## config.mk

```make
export PLATFORM = sky130hd
export DESIGN_NAME = pncr_cell
export DESIGN_NICKNAME = d
export VERILOG_FILES = /design/src/sv/pncr_pkg.sv /design/src/sv/pncr_ram.sv /design/src/sv/pncr_cell.sv
export SDC_FILE = /design/constraint.sdc
export NUM_CORES = 1
export LEC_CHECK = 0
export BUFFER_PORTS_ARGS = -buffer_cell sky130_fd_sc_hd__buf_2
export CAP_MARGIN = 20
export CORE_MARGIN = 2
export CORE_UTILIZATION = 40
export CTS_BUF_LIST = sky130_fd_sc_hd__clkbuf_16
export DETAILED_ROUTE_END_ITERATION = 8
export PLACE_DENSITY = 0.57
export SETUP_SLACK_MARGIN = 0.05
export SYNTH_ARGS = -nofsm -noshare
export SYNTH_HDL_FRONTEND = slang
export SYNTH_HIERARCHICAL = 1
export SYNTH_SLANG_ARGS = --single-unit
```

## constraint.sdc

```tcl
create_clock -name clk -period 15.8 [get_ports clk]
set_input_delay 3.16 -clock clk [delete_from_list [all_inputs] [get_ports clk]]
set_output_delay 3.16 -clock clk [all_outputs]
set_load 0.01 [all_outputs]
```

## src/sv/pncr_pkg.sv

```systemverilog
`timescale 1ns / 1ps
// shared constants, types and state codes of the palette nearest color remapper
package pncr_pkg;

  // field widths
  localparam int IDX_W       = 8;
  localparam int COLOR_W     = 24;
  localparam int ARGB_W      = 32;
  localparam int CH_W        = 8;
  localparam int SQ_W        = 2 * CH_W;
  localparam int DIST_W      = SQ_W + 2;
  localparam int CFG_INDEX_W = 4;
  localparam int CFG_DATA_W  = 8;

  // palette size and the highest index the search may return
  localparam int PALETTE_ENTRIES   = 256;
  localparam int LAST_OPAQUE       = 254;
  localparam int SEARCH_LIMIT      = (PALETTE_ENTRIES - 1 < LAST_OPAQUE) ?
                                     (PALETTE_ENTRIES - 1) : LAST_OPAQUE;
  localparam logic [IDX_W-1:0] TRANSPARENT_INDEX = 8'd255;

  // row of cells, each owning one bank of the palette
  localparam int CELL_COUNT = 8;
  localparam int CELL_W     = $clog2(CELL_COUNT);
  localparam int BANK_SPAN  = (PALETTE_ENTRIES + CELL_COUNT - 1) / CELL_COUNT;
  localparam int BANK_AW    = (BANK_SPAN > 1) ? $clog2(BANK_SPAN) : 1;
  localparam int BANK_DEPTH = 1 << BANK_AW;
  localparam int GIDX_W     = CELL_W + BANK_AW;

  // end value of the counter for the candidate chain phase after the sweep, and its width
  localparam int CHAIN_CYCLES = CELL_COUNT + 2;
  localparam int CHAIN_W      = $clog2(CHAIN_CYCLES + 1);

  // register indexes
  localparam logic [CFG_INDEX_W-1:0] CFG_RESERVE = 4'd0;
  localparam logic [CFG_INDEX_W-1:0] CFG_CUTOFF  = 4'd1;

  // operation codes
  localparam logic OP_WRITE = 1'b0;
  localparam logic OP_MAP   = 1'b1;

  typedef enum logic [1:0] {
    ST_IDLE,
    ST_SWEEP,
    ST_CHAIN,
    ST_DONE
  } state_t;

  // broadcast scan control for all cells
  typedef struct packed {
    logic               valid;
    logic               first;
    logic [BANK_AW-1:0] addr;
    logic [COLOR_W-1:0] rgb;
  } scan_t;

  // palette write for one bank
  typedef struct packed {
    logic               en;
    logic [BANK_AW-1:0] addr;
    logic [COLOR_W-1:0] data;
  } pal_wr_t;

  // best candidate passed along the row
  typedef struct packed {
    logic              valid;
    logic [DIST_W-1:0] sqdist;
    logic [GIDX_W-1:0] index;
  } cand_t;

endpackage

```

## src/sv/pncr_ram.sv

```systemverilog
`timescale 1ns / 1ps
// generic single write, single read memory with registered read data
module pncr_ram #(
  parameter int WIDTH = 24,
  parameter int DEPTH = 32
) (
  input  logic                     clk,
  input  logic                     wr_en,
  input  logic [$clog2(DEPTH)-1:0] wr_addr,
  input  logic [WIDTH-1:0]         wr_data,
  input  logic [$clog2(DEPTH)-1:0] rd_addr,
  output logic [WIDTH-1:0]         rd_data
);

  logic [WIDTH-1:0] mem [DEPTH];

  // write port
  always_ff @(posedge clk) begin
    if (wr_en) begin
      mem[wr_addr] <= wr_data;
    end
  end

  // registered read port
  always_ff @(posedge clk) begin
    rd_data <= mem[rd_addr];
  end

endmodule

```

## src/sv/pncr_cell.sv

```systemverilog
`timescale 1ns / 1ps
// one palette cell: a bank of entries, a distance unit and a link of the candidate chain
module pncr_cell (
  input  logic                         clk,
  input  logic                         rst,
  input  logic [pncr_pkg::CELL_W-1:0]  cell_id,
  input  pncr_pkg::pal_wr_t            wr,
  input  pncr_pkg::scan_t              scan,
  input  pncr_pkg::cand_t              chain_in,
  output pncr_pkg::cand_t              chain_out
);

  logic [pncr_pkg::COLOR_W-1:0] rd_data;

  // stage one: read data is in flight
  logic                         v1;
  logic                         f1;
  logic [pncr_pkg::BANK_AW-1:0] a1;

  // stage two: channel squares
  logic                         v2;
  logic                         f2;
  logic [pncr_pkg::BANK_AW-1:0] a2;
  logic [pncr_pkg::SQ_W-1:0]    sq_r;
  logic [pncr_pkg::SQ_W-1:0]    sq_g;
  logic [pncr_pkg::SQ_W-1:0]    sq_b;
  logic [pncr_pkg::SQ_W-1:0]    sq_r_next;
  logic [pncr_pkg::SQ_W-1:0]    sq_g_next;
  logic [pncr_pkg::SQ_W-1:0]    sq_b_next;

  // stage three: distance and local best
  logic [pncr_pkg::DIST_W-1:0]  cur_sqdist;
  logic [pncr_pkg::GIDX_W-1:0]  gidx;
  logic                         included;
  pncr_pkg::cand_t              best;
  pncr_pkg::cand_t              best_next;
  pncr_pkg::cand_t              cur;
  pncr_pkg::cand_t              merged;

  function automatic logic [pncr_pkg::SQ_W-1:0] sq_diff(
    input logic [pncr_pkg::CH_W-1:0] a,
    input logic [pncr_pkg::CH_W-1:0] b
  );
    logic [pncr_pkg::CH_W-1:0] d;
    d = (a > b) ? (a - b) : (b - a);
    return pncr_pkg::SQ_W'(d) * pncr_pkg::SQ_W'(d);
  endfunction

  pncr_ram #(
    .WIDTH (pncr_pkg::COLOR_W),
    .DEPTH (pncr_pkg::BANK_DEPTH)
  ) u_bank (
    .clk     (clk),
    .wr_en   (wr.en),
    .wr_addr (wr.addr),
    .wr_data (wr.data),
    .rd_addr (scan.addr),
    .rd_data (rd_data)
  );

  // squares of the channel differences
  always_comb begin
    sq_r_next = sq_diff(scan.rgb[23:16], rd_data[23:16]);
    sq_g_next = sq_diff(scan.rgb[15:8],  rd_data[15:8]);
    sq_b_next = sq_diff(scan.rgb[7:0],   rd_data[7:0]);
  end

  // scan pipeline control
  always_ff @(posedge clk) begin
    if (rst) begin
      v1 <= 1'b0;
      v2 <= 1'b0;
    end else begin
      v1 <= scan.valid;
      v2 <= v1;
    end
  end

  // scan pipeline payload
  always_ff @(posedge clk) begin
    f1   <= scan.first;
    a1   <= scan.addr;
    f2   <= f1;
    a2   <= a1;
    sq_r <= sq_r_next;
    sq_g <= sq_g_next;
    sq_b <= sq_b_next;
  end

  // candidate for the entry now in stage three
  always_comb begin
    cur_sqdist = pncr_pkg::DIST_W'(sq_r) + pncr_pkg::DIST_W'(sq_g) +
                 pncr_pkg::DIST_W'(sq_b);
    gidx       = {cell_id, a2};
    included   = (gidx <= pncr_pkg::GIDX_W'(pncr_pkg::SEARCH_LIMIT));
    cur.valid  = included;
    cur.sqdist = cur_sqdist;
    cur.index  = gidx;
  end

  // local best: strict less keeps the lowest index on ties
  always_comb begin
    best_next = best;
    if (v2) begin
      if (f2) begin
        best_next = cur;
      end else if (included && (!best.valid || (cur_sqdist < best.sqdist))) begin
        best_next = cur;
      end
    end
  end

  always_ff @(posedge clk) begin
    if (rst) begin
      best.valid <= 1'b0;
    end else begin
      best.valid <= best_next.valid;
    end
    best.sqdist <= best_next.sqdist;
    best.index  <= best_next.index;
  end

  // chain link: the lower indices from the left win ties
  always_comb begin
    merged = chain_in;
    if (best.valid && (!chain_in.valid || (best.sqdist < chain_in.sqdist))) begin
      merged = best;
    end
  end

  always_ff @(posedge clk) begin
    if (rst) begin
      chain_out.valid <= 1'b0;
    end else begin
      chain_out.valid <= merged.valid;
    end
    chain_out.sqdist <= merged.sqdist;
    chain_out.index  <= merged.index;
  end

endmodule

```

# Word-level counts from Yosys, hierarchy flattened
# Memory sizes are Yosys's and may differ from the RTL's. A register that Yosys moved wholly into a read port is not among the register bits.
# Index checks and enable logic that the tools add are counted.
[classes]
addsub = 8
n_mul = 3
magnitude_cmp = 6
muxes = 8
reduce_logical = 8
[op_table]
columns = ["op", "n"]
rows = [
  ["$mux 27", 3],
  ["$mul 8x8->16", 3],
  ["$sub 8x8->8", 6],
  ["$lt 18x18->1", 2],
  ["$gt 8x8->1", 3],
  ["$mux 8", 3],
  ["$add 17x16->18", 1],
  ["$add 16x16->17", 1],
  ["$le 8x8->1 const B", 1],
  ["$logic_and 1x1->1", 2],
  ["$logic_not 1->1", 2],
  ["$logic_or 1x1->1", 2],
  ["$mux 1", 2],
  ["$reduce_and 2->1", 1],
  ["$reduce_bool 2->1", 1],
]
[totals]
regBits = 116
mem_bits_rw = 768
in_bits = 93
output_inout_bits = 27
word_cells = 49
mem_count = 1
[mem_list]
columns = ["name", "depth", "width", "read_ports", "rd_ports_with_merged_regs", "write_ports", "line", "rtl"]
rows = [
  ["u_bank.mem", 32, 24, 1, 1, 1, "pncr_ram.sv:15", "logic [WIDTH-1:0] mem [DEPTH];"],
]

# Logic depth before layout (Yosys ltp)
[depth]
ltp_word = 7
depth_mapped = 29
mapped_depth_nobuf = 29

# By module
# Netlist, hierarchy kept.
[modules_own_cells]
columns = ["module", "n_inst", "cells_each", "area_per_inst_um2", "seq_area_each_um2"]
rows = [
  ["pncr_ram", 1, 1711, 30483.0, 23542.6],
  ["pncr_cell", 1, 1276, 11762.5, 2522.4],
]

# Worst setup path before layout
# OpenSTA, ideal clock, no wires.
[synth_timing]
path_kind = "input to register"
from = "in scan[0] in the netlist's numbering"
to = "reg sq_b[12] in the netlist's numbering"
setup_time_ns = 0.072
t_arrival_ns = 8.835
required_time_ns = 15.728
path_slack_ns = 6.893
path_stages = 24
path_buffers = 0
path_cell_list = "inv_1 ha_1 inv_1 fa_1 a211oi_2 o21ai_2 a31oi_1 nor3_1 or2_2 a41o_2 or3_1 inv_1 fa_1 fa_1 inv_1 fa_1 fa_1 inv_1 ha_1 or2_2 o22a_1 a41oi_1 nor2b_1 xnor2_1"
[synth_between]
elab_chain_len = 3
word_cells_on_any_way = 5
cone_classes = "add/sub: 2; mul: 1; order compare: 1; mux: 1"
[synth_lines]
columns = ["element", "line", "rtl"]
rows = [
  ["start: declaration", "pncr_cell.sv:8", "input pncr_pkg::scan_t scan,"],
  ["$sub 8x8->8 / $gt 8x8->1 (equally long branches)", "pncr_cell.sv:45", "d = (a > b) ? (a - b) : (b - a);"],
  ["$mux 8 (*)", "pncr_cell.sv:45", ""],
  ["$mul 8x8->16 (*)", "pncr_cell.sv:46", "return pncr_pkg::SQ_W'(d) * pncr_pkg::SQ_W'(d);"],
  ["via sq_b_next (one bit)", "pncr_cell.sv:29", "logic [pncr_pkg::SQ_W-1:0] sq_b_next;"],
  ["end signal: assignment", "pncr_cell.sv:87", "sq_b <= sq_b_next;"],
  ["end: declaration", "pncr_cell.sv:26", "logic [pncr_pkg::SQ_W-1:0] sq_b;"],
]
# Mark *: on every way through the listed nets, which the timed path passes. The rest lies on a longest branch.
# A chain may end at the register's enable or synchronous reset.

# Worst setup path in the final report
[layout_timing]
from = "in scan[8] in the netlist's numbering"
to = "reg sq_g[15] in the netlist's numbering"
[layout_between]
elab_chain_len = 3
word_cells_on_any_way = 5
cone_classes = "add/sub: 2; mul: 1; order compare: 1; mux: 1"
[layout_lines]
columns = ["element", "line", "rtl"]
rows = [
  ["$sub 8x8->8 / $gt 8x8->1 (equally long branches)", "pncr_cell.sv:45", ""],
  ["$mux 8 (*)", "pncr_cell.sv:45", ""],
  ["$mul 8x8->16 (*)", "pncr_cell.sv:46", ""],
  ["via sq_g_next (one bit)", "pncr_cell.sv:28", "logic [pncr_pkg::SQ_W-1:0] sq_g_next;"],
  ["end signal: assignment", "pncr_cell.sv:86", "sq_g <= sq_g_next;"],
  ["end: declaration", "pncr_cell.sv:25", "logic [pncr_pkg::SQ_W-1:0] sq_g;"],
]
# Marked as above.

==> out/results.tsv <==
metric	value	unit
ys_dominant_reg_cell	edfxtp_1	
initial_core_util	0.402	
crit_required	16.34	ns
synthArstFlopShare	0	
yosysUniqueCellTypes	87	
die-area	0.108	mm2
power.leakage	18.6	nW
layout_min_cycle_time	9.10	ns
rsz0062_at_grt	false	
cts_resized	0	
path_clk_slew	0.06	ns
worstSetupPathType	input port to flop	
p_int	6.43	mW
finalHoldViolCount	0	
synth_top_area_cell	edfxtp_1	
cts_tree	yes	
clockRootBuffer	clkbuf_16	
fp.dieH	329	um
first_iter_violations	1625	
wl_per_cell	21.3	um
status	finished clean	
grt_pass1_vias	24832	
combPwrFrac	0.519	
htree_num_levels	3	
die_w	329	um
synth_common_cells	edfxtp_1, mux2i_1, inv_1	
setup_tns	0	ns
min_path_type	flop to flop	
synthTopCellsByArea	edfxtp_1, mux2i_1, ha_1	
cts_hold_repair.buffers	0	
fillers	9339	
arrival	9.64	ns
dr.pass1.iters	5	
synth_top_area_share	0.564	
place.gp.congestion	0.854	
p_switching	4.03	mW
syn2layout_area_growth	11.9	%
pwr-share-clk	0.199	
fmax	110	MHz
max_cap_violations	0	
ys_ff_latch	905	
clk_path_buf_depth	3	
fp.coreArea	0.105	mm2
pwr-share-seq	0.282	
vias_per_cell	5.21	
crit_path_end_kind	flop	
dp_hpwl	62300	um
cts_setup_buffers	0	
placementRows	119	
vias	23968	
antenna_found_initial	14	
drive_gt1_frac	0.122	
finClkSkew	0.0562	ns
relSlewSlack	0.247	
syn_avg_cell_area	14.1	um2
top_level_ports	120	
synth-seq-area-share	0.617	
ant_nets	0	
stdcell_count	4598	
grt_max_degree	124	
grt_pass1_wl	148000	um
start_kind	input port	
portBuffers	119	
setup_viol	0	
routed_wl	98100	um
synth_most_common_cell	edfxtp_1	
cts-buffers-inserted	93	
syn_inst	2987	
yosys_warnings	6	
gr-usage-all-layers	0.181	
peakVddDrop	0.000315	V
path_max_fanout	8	
drcViolationCount	0	
swShare	0.386	
power_density	221	mW/mm2
final_nets	3511	
worst_slew_pin_slew	1.13	ns
dpl.cell_count	4432	
drv_slew	0	
syn_area	0.0422	mm2
clk_latency	0.67	ns
synth_edf_count	794	
post-route-period-util	0.576	
cts_sinks	905	
gr-total-overflow	0	
worst max-delay path, cell delays in order:
cell and delay (ns):
buf_2 0.11, inv_1 0.05, ha_1 0.20, inv_1 0.07, fa_1 0.20, a21o_1 0.13
a21oi_1 0.09, o21a_1 0.22, o21ai_2 0.45, mux2i_1 0.27, xor2_1 0.66, inv_1 0.20
ha_1 0.35, xor2_1 0.18, ha_1 0.30, inv_1 0.05, fa_1 0.50, fa_1 0.55
inv_1 0.04, ha_1 0.33, a21oi_1 0.23, o21bai_1 0.09, a21oi_1 0.30, o211ai_1 0.22
nor4b_1 0.31, nor3_1 0.10, xnor2_1 0.26
registers in the layout (all words and copies together) (netlist names):
register / count
v1: 1
u_bank/rd_data: 24
f2: 1
sq_g: 15
a2: 5
u_bank/mem: 768
chain_out: 27
v2: 1
sq_r: 15
sq_b: 15
best: 27
f1: 1
a1: 5
power groups by stage:
stage	clock [mW]	combinational (mW)	sequential, mW
2_1_floorplan	0	4.24	2.97
3_3_place_gp	0	5.38	3.00
3_5_place_dp	0	5.48	3.01
4_1_cts	2.14	5.52	2.96
5_1_grt	2.23	6.25	2.96
6_report	2.08	5.43	2.95
worst paths after layout:
| path | cells after the start | slack (ns) | end | startpoint |
|---|---|---|---|---|
| worst max-delay path | 27 | 6.70 | sq_g[15]$_DFF_P_ | scan[8] |
| worst min-delay path | 0 | 0.33 | a2[0]$_DFF_P_ | a1[0]$_DFF_P_ |
| worst max register to register | 25 | 9.05 | sq_g[15]$_DFF_P_ | u_bank/rd_data[8]$_DFF_P_ |
| worst min register to register | 0 | 0.33 | a2[0]$_DFF_P_ | a1[0]$_DFF_P_ |
cell usage in the layout, fill, tap and decap left out, types with 13 or more instances in the layout:
cell type / count
ha_1: 185
clkinv_2: 14
a22oi_1: 73
a21oi_1: 136
o21ai_0: 27
inv_1: 274
xor2_1: 18
nor3_1: 49
nand2_1: 116
edfxtp_1: 794
nand3_1: 92
a31oi_1: 27
o21bai_1: 13
clkbuf_16: 96
a22o_1: 48
nor2_1: 103
nor2_2: 36
clkinv_1: 20
xnor2_1: 52
buf_4: 47
nor2b_1: 18
a211oi_1: 13
buf_2: 118
or2_2: 21
dfxtp_1: 111
fa_1: 97
mux2i_1: 417
a21o_1: 20
metrics by stage:
stage	instance area, um2	setup WS [ns]	util	hold WS [ns]	power [mW]
after global routing	47300	6.26	0.450	0.343	11.4
final	47300	6.70	0.450	0.328	10.5
after CTS	47300	6.70	0.450	0.333	10.6
after detailed placement	44400	5.99	0.423	0.319	8.49
after global placement	44400	6.09	0.423	0.313	8.39
after floorplan	42200	6.89	-	0.310	7.22
kinds of logic after synthesis:
family	Yosys count	synth area share
other cells	2	0.000178
compound gates	421	0.0671
buf+inv	370	0.0398
simple gates	508	0.0583
xor+xnor	73	0.0157
mux	426	0.101
fa+ha+maj	282	0.101
flops	905	0.617
area by class of cell:
type | count | area [um2] | share of cell area
well taps | 1391 | 1740 | 0.0368
clock buffers | 96 | 2400 | 0.0508
inverters | 256 | 961 | 0.0203
diodes | 1 | 2.50 | 0.0000529
multi-input cells | 1713 | 14600 | 0.309
clock inverters | 69 | 494 | 0.0105
flip-flops and latches | 905 | 26100 | 0.551
repair buffers | 167 | 978 | 0.0207
routing by layer:
layer	global-route usage	up-vias	part of all wire
met4	0.0433	2	0.022
met2	0.319	520	0.50
met1	0.236	11997	0.44
met5	0	-	0.00014
met3	0.0246	165	0.043
li1	-	11284	-
(Power assumes the default switching activity.)
